## src/rtl/core/ssrp_pkg.sv

```systemverilog
// ----------------------------------------------------------------------------
// ssrp_pkg
// Types and constants for the stepper driver register shadow and poll
// sequencer.
// ----------------------------------------------------------------------------
`default_nettype none

package ssrp_pkg;

    localparam int NUM_MOTORS_DEF = 4;
    localparam int NUM_REGS       = 5;

    localparam int CMD_W       = 2;
    localparam int MOTOR_W     = 2;
    localparam int REG_IDX_W   = 3;
    localparam int WORD_W      = 20;
    localparam int RESPONSE_W  = 24;
    localparam int STALL_W     = 10;
    localparam int FLAGS_W     = 8;
    localparam int ERROR_W     = 5;
    localparam int READY_MASK_W = 4;

    localparam int STALL_SHIFT = 14;
    localparam int FLAGS_SHIFT = 4;

    // Request codes
    localparam logic [CMD_W-1:0] CMD_SET     = 2'd0;
    localparam logic [CMD_W-1:0] CMD_RESYNC  = 2'd1;
    localparam logic [CMD_W-1:0] CMD_ADVANCE = 2'd2;

    // Shadow register indexes
    localparam logic [REG_IDX_W-1:0] REG_DRVCTRL = 3'd0;
    localparam logic [REG_IDX_W-1:0] REG_CHOPCONF = 3'd1;
    localparam logic [REG_IDX_W-1:0] REG_SMARTEN = 3'd2;
    localparam logic [REG_IDX_W-1:0] REG_DRVCONF = 3'd3;
    localparam logic [REG_IDX_W-1:0] REG_SGCSCONF = 3'd4;

    // Register address bits on the wire
    localparam logic [WORD_W-1:0] ADDR_DRVCTRL  = 20'h00000;
    localparam logic [WORD_W-1:0] ADDR_CHOPCONF = 20'h80000;
    localparam logic [WORD_W-1:0] ADDR_SMARTEN  = 20'hA0000;
    localparam logic [WORD_W-1:0] ADDR_DRVCONF  = 20'hE0000;
    localparam logic [WORD_W-1:0] ADDR_SGCSCONF = 20'hC0000;

    // Driver status bit positions within the flag byte
    localparam int DF_OT_BIT      = 1;
    localparam int DF_OTPW_BIT    = 2;
    localparam int DF_SHORT_A_BIT = 3;
    localparam int DF_SHORT_B_BIT = 4;
    localparam int DF_OPEN_A_BIT  = 5;
    localparam int DF_OPEN_B_BIT  = 6;

    typedef struct packed {
        logic [CMD_W-1:0]      command;
        logic [MOTOR_W-1:0]    motor;
        logic [REG_IDX_W-1:0]  reg_index;
        logic [WORD_W-1:0]     reg_value;
        logic [RESPONSE_W-1:0] response;
        logic                  fault_level;
    } ssrp_req_t;

    typedef struct packed {
        logic                    send_valid;
        logic [MOTOR_W-1:0]      send_motor;
        logic [WORD_W-1:0]       send_word;
        logic                    status_valid;
        logic [MOTOR_W-1:0]      status_motor;
        logic [STALL_W-1:0]      stall_value;
        logic [FLAGS_W-1:0]      driver_flags;
        logic [ERROR_W-1:0]      error_flags;
        logic                    configured_valid;
        logic [MOTOR_W-1:0]      configured_motor;
        logic                    sweep_done;
        logic [READY_MASK_W-1:0] ready_mask;
    } ssrp_res_t;

    typedef struct packed {
        logic                 found;
        logic [REG_IDX_W-1:0] idx;
    } ssrp_pick_t;

    function automatic logic [WORD_W-1:0] reg_addr(input logic [REG_IDX_W-1:0] idx);
        logic [WORD_W-1:0] a;
        unique case (idx)
            REG_DRVCTRL:  a = ADDR_DRVCTRL;
            REG_CHOPCONF: a = ADDR_CHOPCONF;
            REG_SMARTEN:  a = ADDR_SMARTEN;
            REG_DRVCONF:  a = ADDR_DRVCONF;
            REG_SGCSCONF: a = ADDR_SGCSCONF;
            default:      a = '0;
        endcase
        return a;
    endfunction

    // Lowest-numbered register whose sent mark is clear
    function automatic ssrp_pick_t first_stale(input logic [NUM_REGS-1:0] marks);
        ssrp_pick_t p;
        p = '0;
        for (int i = NUM_REGS - 1; i >= 0; i--) begin
            if (!marks[i]) begin
                p.found = 1'b1;
                p.idx   = REG_IDX_W'(i);
            end
        end
        return p;
    endfunction

    function automatic logic [ERROR_W-1:0] error_map(input logic [FLAGS_W-1:0] flags,
                                                     input logic fault);
        logic [ERROR_W-1:0] e;
        e    = '0;
        e[0] = flags[DF_SHORT_A_BIT] | flags[DF_SHORT_B_BIT];
        e[1] = flags[DF_OTPW_BIT];
        e[2] = flags[DF_OT_BIT];
        e[3] = flags[DF_OPEN_A_BIT] | flags[DF_OPEN_B_BIT];
        e[4] = fault;
        return e;
    endfunction

endpackage

`default_nettype wire

```

## src/rtl/core/stepper_spi_register_sync_poller.sv

```systemverilog
// ----------------------------------------------------------------------------
// stepper_spi_register_sync_poller
// Shadow registers and round-robin poll sequencer for serially attached
// stepper driver chips.
// ----------------------------------------------------------------------------
// Takes one request per clock while req_stall is low and returns exactly one
// result for each. The request is held in an input register, then a single
// pass of logic updates the shadow state and loads the result register.
// The shadow store is a small memory read as the request enters the input
// register, at its own entry for a set and otherwise at the address that the
// preceding request leaves behind (a write from that request at the same
// address is forwarded). A per-entry valid bit makes unwritten entries read
// as zero, so no clearing pass is needed after reset. A request is taken
// while a finished result still waits downstream; req_stall rises only when
// both the input and result registers are full.
`default_nettype none

module stepper_spi_register_sync_poller
    import ssrp_pkg::*;
#(
    parameter int NUM_MOTORS = NUM_MOTORS_DEF
)(
    input  logic      clk,
    input  logic      rst_n,
    input  logic      req_valid,
    output logic      req_stall,
    input  ssrp_req_t req,
    output logic      res_valid,
    input  logic      res_stall,
    output ssrp_res_t res
);

    localparam int AW    = (NUM_MOTORS > 1) ? $clog2(NUM_MOTORS) : 1;
    localparam int DEPTH = NUM_MOTORS * NUM_REGS;
    localparam int SW    = $clog2(DEPTH);

    // Shadow store, one row of NUM_REGS entries per motor
    logic [WORD_W-1:0]     shadow_mem [DEPTH];
    logic [DEPTH-1:0]      shadow_vld_reg;
    logic                  wr_en;
    logic [SW-1:0]         wr_addr;
    logic [WORD_W-1:0]     wr_data;
    logic [SW-1:0]         rd_addr;
    logic [WORD_W-1:0]     rd_data_reg;

    // Per-motor control state
    logic [NUM_REGS-1:0]   sent_reg  [NUM_MOTORS];
    logic [NUM_REGS-1:0]   sent_next [NUM_MOTORS];
    logic [WORD_W-1:0]     pend_cmd_reg  [NUM_MOTORS];
    logic [WORD_W-1:0]     pend_cmd_next [NUM_MOTORS];
    logic [NUM_MOTORS-1:0] ready_reg, ready_next;
    logic [NUM_MOTORS-1:0] rsp_pend_reg, rsp_pend_next;
    logic [AW-1:0]         active_reg, active_next;

    // Input and result stages
    logic                  item_valid_reg, item_valid_next;
    ssrp_req_t             item_reg;
    logic                  res_valid_reg, res_valid_next;
    ssrp_res_t             res_reg, res_next;

    logic                  accept;
    logic                  res_free;
    logic                  adv;

    // Handshake: a held request passes when the result register can take it
    assign res_free  = !res_valid_reg || !res_stall;
    assign adv       = item_valid_reg && res_free;
    assign req_stall = item_valid_reg && !adv;
    assign accept    = req_valid && !req_stall;
    assign res_valid = res_valid_reg;
    assign res       = res_reg;

    always_comb
    begin
        item_valid_next = item_valid_reg;
        if (accept)
        begin
            item_valid_next = 1'b1;
        end
        else if (adv)
        begin
            item_valid_next = 1'b0;
        end
        res_valid_next = adv || !res_free;
    end

    // Main pass: works on the held request and the shadow word read with it
    always_comb
    begin
        logic [AW-1:0]         m;
        logic [AW-1:0]         mi;
        logic [AW-1:0]         nm;
        ssrp_pick_t            pick;
        logic [WORD_W-1:0]     word;
        logic [FLAGS_W-1:0]    flags;
        logic                  captured;
        logic                  more;
        logic                  motor_ok;
        logic                  reg_ok;

        sent_next     = sent_reg;
        pend_cmd_next = pend_cmd_reg;
        ready_next    = ready_reg;
        rsp_pend_next = rsp_pend_reg;
        active_next   = active_reg;
        res_next      = '0;
        wr_en         = 1'b0;
        wr_data       = item_reg.reg_value;
        wr_addr       = '0;

        m        = active_reg;
        mi       = AW'(item_reg.motor);
        nm       = m + AW'(1);
        pick     = first_stale(sent_reg[m]);
        word     = reg_addr(pick.found ? pick.idx : REG_DRVCTRL) | rd_data_reg;
        flags    = item_reg.response[FLAGS_SHIFT +: FLAGS_W];
        captured = rsp_pend_reg[m];
        more     = 1'b0;
        motor_ok = int'(item_reg.motor) < NUM_MOTORS;
        reg_ok   = int'(item_reg.reg_index) < NUM_REGS;

        if (adv)
        begin
            unique case (item_reg.command)
                CMD_SET:
                begin
                    // Only a real change makes the register stale
                    if (motor_ok && reg_ok && rd_data_reg != item_reg.reg_value)
                    begin
                        wr_en   = 1'b1;
                        wr_addr = SW'(int'(item_reg.motor) * NUM_REGS
                                      + int'(item_reg.reg_index));
                        sent_next[mi][item_reg.reg_index] = 1'b0;
                        ready_next[mi] = 1'b0;
                    end
                end
                CMD_RESYNC:
                begin
                    if (motor_ok)
                    begin
                        sent_next[mi] = '0;
                    end
                end
                CMD_ADVANCE:
                begin
                    if (captured)
                    begin
                        rsp_pend_next[m]      = 1'b0;
                        res_next.status_valid = 1'b1;
                        res_next.status_motor = MOTOR_W'(m);
                        res_next.stall_value  =
                            item_reg.response[STALL_SHIFT +: STALL_W];
                        res_next.driver_flags = flags;
                        res_next.error_flags  = error_map(flags, item_reg.fault_level);
                    end

                    if (pick.found)
                    begin
                        sent_next[m][pick.idx] = 1'b1;
                        ready_next[m]          = 1'b0;
                        more                   = 1'b1;
                    end
                    else
                    begin
                        if (!ready_reg[m])
                        begin
                            ready_next[m]             = 1'b1;
                            res_next.configured_valid = 1'b1;
                            res_next.configured_motor = MOTOR_W'(m);
                        end
                        more = !captured;
                    end
                    pend_cmd_next[m] = word;

                    if (more)
                    begin
                        // Send again to the same motor
                        rsp_pend_next[m]    = 1'b1;
                        res_next.send_valid = 1'b1;
                        res_next.send_motor = MOTOR_W'(m);
                        res_next.send_word  = word;
                    end
                    else if (int'(m) + 1 == NUM_MOTORS)
                    begin
                        // Wrap: the sweep ends and nothing goes out
                        active_next         = '0;
                        res_next.sweep_done = 1'b1;
                    end
                    else
                    begin
                        active_next         = nm;
                        rsp_pend_next[nm]   = 1'b1;
                        res_next.send_valid = 1'b1;
                        res_next.send_motor = MOTOR_W'(nm);
                        res_next.send_word  = pend_cmd_reg[nm];
                    end
                end
                default:
                begin
                end
            endcase
        end

        for (int i = 0; i < READY_MASK_W; i++)
        begin
            if (i < NUM_MOTORS)
            begin
                res_next.ready_mask[i] = ready_next[i];
            end
        end
    end

    // Read address for the incoming request, taken from the state it will see
    always_comb
    begin
        ssrp_pick_t           rd_pick;
        logic [REG_IDX_W-1:0] rd_idx;

        rd_pick = first_stale(sent_next[active_next]);
        rd_idx  = rd_pick.found ? rd_pick.idx : REG_DRVCTRL;
        if (req.command == CMD_SET && int'(req.motor) < NUM_MOTORS
            && int'(req.reg_index) < NUM_REGS)
        begin
            rd_addr = SW'(int'(req.motor) * NUM_REGS + int'(req.reg_index));
        end
        else
        begin
            rd_addr = SW'(int'(active_next) * NUM_REGS + int'(rd_idx));
        end
    end

    // Shadow memory: one write, one registered read with write forwarding
    always_ff @(posedge clk)
    begin
        if (wr_en)
        begin
            shadow_mem[wr_addr] <= wr_data;
        end
        if (accept)
        begin
            if (wr_en && wr_addr == rd_addr)
            begin
                rd_data_reg <= wr_data;
            end
            else if (shadow_vld_reg[rd_addr])
            begin
                rd_data_reg <= shadow_mem[rd_addr];
            end
            else
            begin
                rd_data_reg <= '0;
            end
        end
    end

    always_ff @(posedge clk or negedge rst_n)
    begin
        if (!rst_n)
        begin
            shadow_vld_reg <= '0;
        end
        else if (wr_en)
        begin
            shadow_vld_reg[wr_addr] <= 1'b1;
        end
    end

    // Control state
    always_ff @(posedge clk or negedge rst_n)
    begin
        if (!rst_n)
        begin
            for (int i = 0; i < NUM_MOTORS; i++)
            begin
                sent_reg[i]     <= '0;
                pend_cmd_reg[i] <= '0;
            end
            ready_reg      <= '0;
            rsp_pend_reg   <= '0;
            active_reg     <= '0;
            item_valid_reg <= 1'b0;
            res_valid_reg  <= 1'b0;
        end
        else
        begin
            sent_reg       <= sent_next;
            pend_cmd_reg   <= pend_cmd_next;
            ready_reg      <= ready_next;
            rsp_pend_reg   <= rsp_pend_next;
            active_reg     <= active_next;
            item_valid_reg <= item_valid_next;
            res_valid_reg  <= res_valid_next;
        end
    end

    // Payload stages: hold while stalled
    always_ff @(posedge clk)
    begin
        if (accept)
        begin
            item_reg <= req;
        end
        if (adv)
        begin
            res_reg <= res_next;
        end
    end

    // At most one response outstanding, and only for the motor being polled
    a_one_pending: assert property (@(posedge clk) disable iff (!rst_n)
        $onehot0(rsp_pend_reg))
        else $error("more than one driver response pending");

    a_pending_active: assert property (@(posedge clk) disable iff (!rst_n)
        (rsp_pend_reg != '0) |-> rsp_pend_reg[active_reg])
        else $error("response pending for a motor other than the active one");

    // End of sweep never starts a transfer
    a_sweep_quiet: assert property (@(posedge clk) disable iff (!rst_n)
        res_valid_reg && res_reg.sweep_done |-> !res_reg.send_valid)
        else $error("transfer started on the end of a sweep");

    // A newly configured motor shows up as ready in the same result
    a_config_ready: assert property (@(posedge clk) disable iff (!rst_n)
        res_valid_reg && res_reg.configured_valid
        |-> (NUM_MOTORS > READY_MASK_W) || res_reg.ready_mask[res_reg.configured_motor])
        else $error("configured motor not marked ready");

endmodule

`default_nettype wire

```

## config.mk

```make
export PLATFORM = sky130hd
export DESIGN_NAME = stepper_spi_register_sync_poller
export DESIGN_NICKNAME = d
export VERILOG_FILES = /design/src/rtl/core/ssrp_pkg.sv /design/src/rtl/core/stepper_spi_register_sync_poller.sv
export SDC_FILE = /design/constraint.sdc
export NUM_CORES = 1
export LEC_CHECK = 0
export ABC_AREA = 1
export ABC_CLOCK_PERIOD_IN_PS = 5850
export CORE_UTILIZATION = 45
export DETAILED_ROUTE_END_ITERATION = 16
export DONT_BUFFER_PORTS = 1
export GPL_ROUTABILITY_DRIVEN = 0
export SETUP_SLACK_MARGIN = 0.3
export SYNTH_ARGS = -nofsm -noshare
export SYNTH_HDL_FRONTEND = slang
export SYNTH_SLANG_ARGS = --single-unit
export TNS_END_PERCENT = 50
```

## constraint.sdc

```tcl
create_clock -name clk -period 5.85 [get_ports clk]
set_clock_uncertainty 0.05 [all_clocks]
set_input_delay 0.8775 -clock clk [delete_from_list [all_inputs] [get_ports clk]]
set_output_delay 0.8775 -clock clk [all_outputs]
set_load 0.05 [all_outputs]
```

[After elaboration in Yosys (flattened, before gate mapping)]
Memory sizes are Yosys's and may differ from the RTL's.
Cells that the tools add are included.
Cells by class
  add/sub/neg operators: 5
  multipliers: 3
  div/mod/pow operators: 0
  magnitude comparators: 21
  equal/unequal tests: 9
  shifts and indexed selects: 0
  multiplexer cells: 88
  bitwise logic cells: 22
  reductions and logical operators: 30
Operator list (count)
  two-way mux 20 bit: 8
  bitwise mux 80 bit: 1
  case mux 20 bit (4 select lines): 1
  two-way mux 4 bit: 19
  OR 20 bit: 3
  case mux 20 bit (3 select lines): 1
  two-way mux 5 bit: 11
  two-way mux 23 bit: 2
  bitwise AND 20 bit: 2
  binary-select mux 20 bit (select 2 bit): 1
  demux 20 bit (select 2 bit): 1
  inverter 20 bit: 2
  demux 5 bit (select 2 bit): 3
  two-way mux 26 bit: 1
  binary-select mux 5 bit (select 2 bit): 2
  two-way mux 1 bit: 20
  != test 20 bit: 1
  adder 5 x 3 -> 5 bit: 3
  multiplier 2 x 3 -> 5 bit, second input constant: 3
  logical AND 1 bit: 14
  bitwise AND 4 bit: 3
  >= comparator 3 bit, second input constant: 4
  less-than comparator 5 x 6 -> 1 bit, second input constant: 2
  inverter 2 -> 3 bit: 4
  other kinds (34): 66
Storage, ports and cells
  register bits after elaboration: 261
  bits in latches: 0
  RAM bits: 400
  ROM bits: 0
  output and inout bits: 59
  logic and storage cells: 212
  memories kept: 1
Memories
  shadow_mem: words 20, bits a word 20, read ports 1, clocked after memory_dff 0, write ports 1, RTL line stepper_spi_register_sync_poller.sv:38  | logic [WORD_W-1:0] shadow_mem [DEPTH];

[Depth between registers and ports, before layout]
Gate-level depths: netlist of run 1.
  depth after elaboration: 34
  depth in mapped cells: 39

[Worst setup path before layout of run 1]
No wires, ideal clock.
  kind: input to register
  from: in res_stall
  to: reg rd_data_reg[3] (data pin)
  arrival: 5.418 ns
  required time: 5.547 ns
  setup slack: 0.129 ns
  stages on the path: 27
  path through: nand2_1 -> nand2_1 -> inv_1 -> nand3_2 -> nand2_4 -> buf_6 -> nand3b_1 -> nand3_1 -> nand2_1 -> nor2_2 -> nor2_1 -> ha_1 -> ha_1 -> inv_1 -> fa_1 -> or2_2 -> o21ai_1 -> nor2_1 -> nand3_1 -> nand2_1 -> nor2_1 -> a22oi_1 -> nand2_2 -> inv_2 -> buf_6 -> nand2_1 -> nand2_1
On the way
  word-level cells in the longest chain between the ends: 20
RTL lines
  start, declared: RTL line stepper_spi_register_sync_poller.sv:29  | input logic res_stall,
  zero test 1 bit (*): RTL line stepper_spi_register_sync_poller.sv:66  | assign res_free = !res_valid_reg || !res_stall;
  logical OR 1 bit (*): RTL line stepper_spi_register_sync_poller.sv:66
  logical AND 1 bit (*): RTL line stepper_spi_register_sync_poller.sv:67  | assign adv = item_valid_reg && res_free;
  named net adv: RTL line stepper_spi_register_sync_poller.sv:63  | logic adv;
  two-way mux 2 bit (*): RTL line stepper_spi_register_sync_poller.sv:122  | if (adv)
  named net active_next[0]: RTL line stepper_spi_register_sync_poller.sv:53  | logic [AW-1:0] active_reg, active_next;
  inverter 2 -> 3 bit (implied by the code): RTL line stepper_spi_register_sync_poller.sv:219  | rd_pick = first_stale(sent_next[active_next]);
  binary-select mux 5 bit (select 2 bit): RTL line stepper_spi_register_sync_poller.sv:219
  two-way mux 5 bit (implied by the code) (2 in series): RTL line stepper_spi_register_sync_poller.sv:219
  two-way mux 4 bit (5 in series): RTL line ssrp_pkg.sv:100  | if (!marks[i]) begin
  two-way mux 3 bit: RTL line stepper_spi_register_sync_poller.sv:220  | rd_idx = rd_pick.found ? rd_pick.idx : REG_DRVCTRL;
  adder 5 x 3 -> 5 bit (*): RTL line stepper_spi_register_sync_poller.sv:228  | rd_addr = SW'(int'(active_next) * NUM_REGS + int'(rd_idx));
  two-way mux 5 bit (*): RTL line stepper_spi_register_sync_poller.sv:221  | if (req.command == CMD_SET && int'(req.motor) < NUM_MOTORS
  binary-select mux 1 bit (select 5 bit): RTL line stepper_spi_register_sync_poller.sv:245  | else if (shadow_vld_reg[rd_addr])
  two-way mux 1 bit (implied by the code): RTL line stepper_spi_register_sync_poller.sv:245
  two-way mux 20 bit: RTL line stepper_spi_register_sync_poller.sv:245
  two-way mux 20 bit (*): RTL line stepper_spi_register_sync_poller.sv:241  | if (wr_en && wr_addr == rd_addr)
  end signal, assigned: RTL line stepper_spi_register_sync_poller.sv:243  | rd_data_reg <= wr_data;
  end signal, assigned: RTL line stepper_spi_register_sync_poller.sv:247  | rd_data_reg <= shadow_mem[rd_addr];
  end, declared: RTL line stepper_spi_register_sync_poller.sv:44  | logic [WORD_W-1:0] rd_data_reg;
Mark *: on every way through the listed nets, which the timed path passes. The rest lies on a longest branch. The select of a mux whose other input is x is not followed.
A chain may end at the register's enable or synchronous reset.

[Worst setup path in the final report of run 1]
  from: reg active_reg[1]
  to: reg rd_data_reg[0] (data pin)
RTL lines
  start, declared: RTL line stepper_spi_register_sync_poller.sv:53
  start signal, assigned: RTL line stepper_spi_register_sync_poller.sv:290  | active_reg <= active_next;
  inverter 2 -> 3 bit (implied by the code): RTL line stepper_spi_register_sync_poller.sv:114  | pick = first_stale(sent_reg[m]);
  binary-select mux 5 bit (select 2 bit): RTL line stepper_spi_register_sync_poller.sv:114
  two-way mux 5 bit (implied by the code) (2 in series): RTL line stepper_spi_register_sync_poller.sv:114
  two-way mux 4 bit (5 in series): RTL line ssrp_pkg.sv:100
  two-way mux 1 bit: RTL line stepper_spi_register_sync_poller.sv:157  | if (pick.found)
  two-way mux 1 bit: RTL line stepper_spi_register_sync_poller.sv:124  | unique case (item_reg.command)
  two-way mux 1 bit: RTL line stepper_spi_register_sync_poller.sv:122
  two-way mux 2 bit: RTL line stepper_spi_register_sync_poller.sv:175  | if (more)
  [... 2 more ...]
  named net active_next[1]: RTL line stepper_spi_register_sync_poller.sv:53
  [... 4 more ...]
  two-way mux 4 bit (5 in series): RTL line ssrp_pkg.sv:100
  two-way mux 3 bit: RTL line stepper_spi_register_sync_poller.sv:220
  adder 5 x 3 -> 5 bit (*): RTL line stepper_spi_register_sync_poller.sv:228
  two-way mux 5 bit (*): RTL line stepper_spi_register_sync_poller.sv:221
  binary-select mux 1 bit (select 5 bit): RTL line stepper_spi_register_sync_poller.sv:245
  two-way mux 1 bit (implied by the code): RTL line stepper_spi_register_sync_poller.sv:245
  two-way mux 20 bit: RTL line stepper_spi_register_sync_poller.sv:245
  two-way mux 20 bit (*): RTL line stepper_spi_register_sync_poller.sv:241
Marks and branches as above.

==> flow_summary_export.csv, run 1 <==
group,metric,value,unit
status,status,"finished, final reports clean",
place,place_inst,3535,
global_routing,grt_max_degree,133,
synthesis,syn_area_per_cell,10.3,µm²
clock_network,cts_tree,"done",
synthesis,syn_nets,2839,
global_routing,antenna_found_initial,0,
timing,tns,0,ps
power,sw_frac_of_total,42.6,%
cells_and_area,largest_reg_flops,400,
worst_setup_path,path_delay_family,"simple AND/OR/NAND/NOR gates",
timing,hold_viol,0,
global_routing,grt_pass1_wl,111000,µm
synthesis,synth_top_area_share,54.8,%
floorplanning,start_util,45.9,%
synthesis,ys_seq_area_share,66.4,%
synthesis,synth_adder_area_share,1.18,%
timing,max_freq,193,MHz
routing,routed_wl,72300,µm
worst_setup_path,worstReg2RegEnd,"rd_data_reg[0]",
timing,tightest_slew,1030,ps
timing,hold-worst-slack,160,ps
worst_setup_path,crit_buf_inv,5,
global_routing,grt_pass1_vias,19000,
worst_setup_path,crit_slowest_cell,"ha_1",
timing,maxSlewViolCount,0,
floorplanning,dieHeight,254,µm
clock_network,clockRootBuffer,"clkbuf_16",
place,post-dp-hpwl,43900,µm
synthesis,synth.area.top_cells,"edfxtp_1 (55%), dfrtp_1 (12%), nand2_1 (11%)",
power,seqPwrFrac,32.8,%
worst_setup_path,arrival,5490,ps
cells_and_area,drive_gt1_share,9.50,%
clock_network,cts.reportedPaths.clkPinSlew,60,ps
power,total_power,18.9,mW
synthesis,syn_inst,2758,
synthesis,async_reset_ff_share,20.2,%
power,leakage,12.6,nW
synthesis,synth_top_area_cell,"edfxtp_1",
global_routing,grtUsageTotal,22.6,%
floorplanning,die_area,64400,µm²
timing,relSlewSlack,30.7,%
cells_and_area,nFillCells,5459,
synthesis,netlist_area,28500,µm²
clock_network,htree_num_levels,3,
worst_setup_path,cp.required,6170,ps
worst_setup_path,end_kind,"flip-flop",
global_routing,grt_overflow,0,
worst_setup_path,max_stage_delay,570,ps
clock_network,cts_buffers,71,
clock_network,cts_sinks,653,
synthesis,synth_seq_cells,653,
routing,ant_nets,0,
worst_setup_path,critPathKind,"flip-flop to flip-flop",
power,p_comb_share,43.3,%
timing,finalSetupViolCount,0,
worst_setup_path,reg2reg_from,"active_reg[1]",
timing,worst_slack,680,ps
place,preCtsSetupSlack,-49.3,ps
worst_setup_path,startpoint_type,"flip-flop",
synthesis,synthSimpleGateAreaFrac,19.6,%
place,numPortBuffers,0,
power,p_int,10.8,mW
cells_and_area,antenna_cells,0,
synthesis,ys_types,53,
worst_setup_path,crit_fanout,20,
power,max-vdd-ir-drop,0.650,mV
routing,dr.pass1.iters,6,
timing,finalCritPeriodShare,88.4,%
worst_setup_path,worst_r2r_path_depth,24,
clock_network,clockBufferDepth,3,
timing,min_period,5170,ps
cells_and_area,layout.nets,2857,
floorplanning,rows,91,
routing,drtIter0Drc,1906,
synthesis,synth_mux_area_share,0,%
power,pwr-share-clk,23.9,%
routing,viasPerCell,5.43,
synthesis,synth_compound_area_share,7.74,%
synthesis,synth_top_family_by_area,"simple AND/OR/NAND/NOR gates",
worst_setup_path,crit_chain,"inv_2, ha_1, inv_1, nand2_1, nand3_2, o22ai_4, nand3_1, nand2_1, nand2_1, nor2_1, ha_1, ha_1, inv_1, fa_1, or2_2, o21ai_4, inv_2, buf_6, nand3_1, nand3_1, nand3_1, nand2_1, o21ai_0, o21ai_1",
timing,rsz0062_at_grt,"false",
clock_network,insertion_delay,620,ps
routing,wl_per_cell,19.7,µm
synthesis,synthXorXnorAreaFrac,0.338,%
worst_setup_path,reg2reg_slack,680,ps
cells_and_area,syn2layout_area_growth,12.9,%
run,drv_cap,0,
floorplanning,ioPinCount,115,
floorplanning,die_w,254,µm
cells_and_area,fin_cells,3668,
min_path,worstHoldPathType,"input pin to asynchronous set/reset pin",
floorplanning,core,62200,µm²
power,switching_power,8.04,mW
routing,vias,19900,
synthesis,ys.flop_type,"edfxtp_1",
routing,drc,0,
power,p_per_area,586,nW/µm²
synthesis,synth_edf_count,521,
synthesis,yosysWarningCount,0,
-- logic make-up (layout without fill, tap and decap cells) --
family	count (synthesis)	in the layout
simple gates	1329	1329
flops	653	653
compound gates	408	408
buf+inv	332	405
fa+ha+maj	25	25
xor+xnor	11	11
-- placed cells by master (no fill, tap or decap), types with 22 or more instances in the layout --
cell type	synthesis	final
buf_4	5	66
inv_1	189	187
o21ai_0	208	207
nand2_1	807	804
clkbuf_16	0	73
edfxtp_1	521	521
o22ai_1	30	30
ha_1	22	22
dfrtp_1	132	131
nor2_1	187	164
nand3_1	250	250
a21oi_1	103	103
-- cell usage after synthesis (13+ instances only) --
| master | number |
|---|---|
| clkbuf_1 | 77 |
| o22ai_1 | 30 |
| nand4_1 | 17 |
| a21oi_1 | 103 |
| dfrtp_1 | 132 |
| buf_2 | 36 |
| nand3_1 | 250 |
| nor2_1 | 187 |
| o21ai_1 | 18 |
| ha_1 | 22 |
| o31ai_1 | 13 |
| inv_1 | 189 |
| nand2_1 | 807 |
| o21ai_0 | 208 |
| edfxtp_1 | 521 |
-- worst max-delay path by stage --
stage,startpoint,to,slack [ps],depth (start not counted)
after floorplan,res_stall,rd_data_reg[3],380,28
after global placement,res_stall,rd_data_reg[4],80,25
after detailed placement,res_stall,rd_data_reg[11],-50,25
after CTS,active_reg[0],rd_data_reg[11],350,31
after global routing,active_reg[0],rd_data_reg[1],290,33
final,active_reg[1],rd_data_reg[0],680,24
-- metrics by stage --
| stage | area (µm²) | util, % |
|---|---|---|
| floorplan | 28500 | - |
| global placement | 29700 | 47.8 |
| detailed placement | 29700 | 47.8 |
| CTS | 32100 | 51.7 |
| global route | 32200 | 51.8 |
| finish | 32200 | 51.8 |
-- routing by layer --
layer  routed length [µm]  part of all wire, %  track usage [%]
met5                    0                    0                0
met3                 4320                  6.0             3.42
met1                31200                   43             30.4
met4                 2180                  3.0             8.43
met2                34600                   48             37.1
-- layout make-up --
class                           instances  area (µm²)  area share [%]
Multi-Input combinational cell       1773        8410            26.1
Tap cell                              837        1050            3.25
Timing Repair Buffer                   76         686            2.13
Sequential cell                       653       18900            58.8
Inverter                              200         771            2.39
Timing Repair inverter                  1        5.00          0.0155
Clock inverter                         38         409            1.27
Clock buffer                           90        1940            6.02
-- power groups by stage --
stage          clock network, mW  logic (mW)  registers (mW)
3_3_place_gp                   0        7.78            6.26
3_5_place_dp                   0        7.95            6.28
4_1_cts                     4.61        8.02            6.19
6_report                    4.51        8.17            6.20
2_1_floorplan                  0        5.66            6.18
5_1_grt                     4.78        9.11            6.25
-- repair_timing --
| item | CTS | global route |
|---|---|---|
| pin swaps | 0 | 2 |
| endpoints found under the hold margin | 132 | 0 |
| buffers inserted | 0 | 3 |
| gates cloned | 0 | 1 |
| resized for setup | 3 | 19 |
| endpoints found under the setup margin | 12 | 20 |
| hold buffers | 1 | 0 |
Power figures use the tool's default switching activity.
==> run 2, diff against run 1 <==
--- a/config.mk
+++ b/config.mk
@@ -8,9 +8,11 @@
 export ABC_AREA = 1
 export ABC_CLOCK_PERIOD_IN_PS = 5850
 export CORE_UTILIZATION = 45
+export CTS_CLUSTER_SIZE = 16
 export DETAILED_ROUTE_END_ITERATION = 16
 export DONT_BUFFER_PORTS = 1
 export GPL_ROUTABILITY_DRIVEN = 0
+export PLACE_DENSITY_LB_ADDON = 0.05
 export SETUP_SLACK_MARGIN = 0.3
 export SYNTH_ARGS = -nofsm -noshare
 export SYNTH_HDL_FRONTEND = slang
==> flow_summary_export.csv, run 2 (synthesized netlist as in run 1, its figures left out) <==
group,metric,value,unit
power,pwr-share-clk,23.5,%
floorplanning,start_util,45.9,%
cells_and_area,final_common_cell,"nand2_1",
routing,drtIter0Drc,1770,
floorplanning,dieHeight,254,µm
timing,rsz0062_at_grt,"true",
floorplanning,die_area,64400,µm²
timing,maxSlewViolCount,0,
place,numPortBuffers,0,
power,seqPwrFrac,32.9,%
power,leakage,12.6,nW
cells_and_area,seq_area,18900,µm²
cells_and_area,drive_gt1_share,9.62,%
worst_setup_path,max_stage_delay,470,ps
clock_network,cts_sinks,653,
worst_setup_path,worst_r2r_path_depth,30,
timing,hold_viol,0,
power,switching_power,8.15,mW
worst_setup_path,worstReg2RegEnd,"rd_data_reg[10]",
global_routing,antenna_found_initial,1,
routing,ant_nets,0,
global_routing,grtUsageTotal,23.6,%
power,max-vdd-ir-drop,0.432,mV
power,sw_frac_of_total,43.4,%
cells_and_area,syn2layout_area_growth,12.6,%
timing,tightest_slew,1090,ps
cells_and_area,layout_common_cells,"nand2_1 (805), edfxtp_1 (521), nand3_1 (250), o21ai_0 (207), inv_1 (186)",
global_routing,grt_max_degree,133,
run,drv_cap,0,
worst_setup_path,cp.required,6220,ps
global_routing,grt_pass1_wl,114000,µm
clock_network,clockRootBuffer,"clkbuf_16",
worst_setup_path,crit_slowest_cell,"fa_1",
clock_network,cts.reportedPaths.clkPinSlew,60,ps
cells_and_area,final_area,32100,µm²
timing,min_period,5320,ps
worst_setup_path,startpoint_type,"flip-flop",
worst_setup_path,crit_fanout,15,
worst_setup_path,arrival,5690,ps
cells_and_area,largest_reg_flops,400,
worst_setup_path,reg2reg_slack,530,ps
power,p_comb_share,43.6,%
cells_and_area,multiInputGateArea,8380,µm²
cells_and_area,utilization,51.7,%
clock_network,insertion_delay,620,ps
routing,vias,19700,
global_routing,grt_pass1_vias,18800,
floorplanning,ioPinCount,115,
floorplanning,die_w,254,µm
routing,wl_per_cell,20.6,µm
worst_setup_path,crit_start,"active_reg[1]",
min_path,worstHoldPathType,"input pin to asynchronous set/reset pin",
timing,max_freq,188,MHz
floorplanning,core,62200,µm²
timing,finalSetupViolCount,0,
cells_and_area,nFillCells,5607,
routing,dr.pass1.iters,5,
worst_setup_path,end_kind,"flip-flop",
worst_setup_path,reg2reg_from,"active_reg[1]",
global_routing,grt_overflow,0,
clock_network,clockBufferDepth,3,
routing,viasPerCell,5.36,
cells_and_area,antenna_cells,0,
cells_and_area,layout.nets,2859,
clock_network,htree_num_levels,3,
clock_network,cts_tree,"done",
timing,finalCritPeriodShare,90.9,%
power,p_per_area,585,nW/µm²
timing,relSlewSlack,26.8,%
place,dpl_cell_area,29700,µm²
floorplanning,rows,91,
worst_setup_path,critPathKind,"flip-flop to flip-flop",
status,status,"finished, final reports clean",
place,post-dp-hpwl,44500,µm
power,p_int,10.6,mW
clock_network,cts_buffers,72,
timing,tns,0,ps
routing,routed_wl,75600,µm
routing,drc,0,
-- run 2: changes by cell type in the layout (fill, tap and decap cells not counted), sizes merged --
cell | previous run | this run
clkinvlp | 5 | 4
inv | 200 | 197
clkinv | 27 | 34
clkbuf | 90 | 96
bufinv | 7 | 3
buf | 76 | 78
-- run 2: through the flow --
stage / hold slack [ps] / power, mW / cells / setup slack, ps
finish: 159 / 18.8 / 3675 / 531
detailed placement: 395 / 14.3 / 3538 / 40.8
global placement: 391 / 14.2 / 3538 / 174
global route: 182 / 20.1 / 3675 / 197
floorplan: 377 / 11.8 / 2758 / 382
CTS: 221 / 18.8 / 3673 / 337
-- run 2: worst max-delay path by stage --
stage                            endpoint  slack, ps  depth (start not counted)
after global routing       rd_data_reg[9]        200                         32
after global placement    rd_data_reg[11]        170                         26
final                     rd_data_reg[10]        530                         30
after detailed placement   rd_data_reg[2]         40                         26
after CTS                  rd_data_reg[2]        340                         33
after floorplan            rd_data_reg[3]        380                         28
-- run 2: repair_timing --
action	in CTS	in global routing
setup endpoints to repair	15	20
setup buffers	0	2
gates resized for setup	3	13
pin swaps	0	2
hold buffers	1	0
hold endpoints to repair	132	0
-- run 2: metal layers --
| metal | up-vias | GRT usage, % | wire [µm] |
|---|---|---|---|
| li1 | 9442 | - | - |
| met1 | 9635 | 31.2 | 33000 |
| met2 | 517 | 40.0 | 37200 |
| met3 | 112 | 3.35 | 3670 |
| met4 | 0 | 7.47 | 1740 |
| met5 | - | 0 | 0 |
-- run 2: layout make-up --
| type | instances | area share [%] |
|---|---|---|
| Tap cell | 837 | 3.26 |
| Inverter | 200 | 2.39 |
| Timing Repair Buffer | 78 | 2.13 |
| Clock inverter | 38 | 0.989 |
| Clock buffer | 96 | 6.15 |
| Multi-Input combinational cell | 1773 | 26.1 |
| Sequential cell | 653 | 59.0 |
-- run 2: worst max-delay path, delay by kind of cell, from the launching register on --
kind	cells	cell delay, ps
AOI/OAI and AO/OA	3	520
adders and majority gates	3	900
buffers and inverters	4	740
DFF	1	450
and+or+nand+nor	20	2420
-- run 2: power groups by stage --
| stage | logic, mW | clock network [mW] | registers, mW |
|---|---|---|---|
| finish | 8.19 | 4.41 | 6.19 |
| global route | 9.15 | 4.68 | 6.25 |
| CTS | 8.14 | 4.50 | 6.19 |
| detailed placement | 8.07 | 0 | 6.28 |
| global placement | 7.95 | 0 | 6.26 |
| floorplan | 5.66 | 0 | 6.18 |
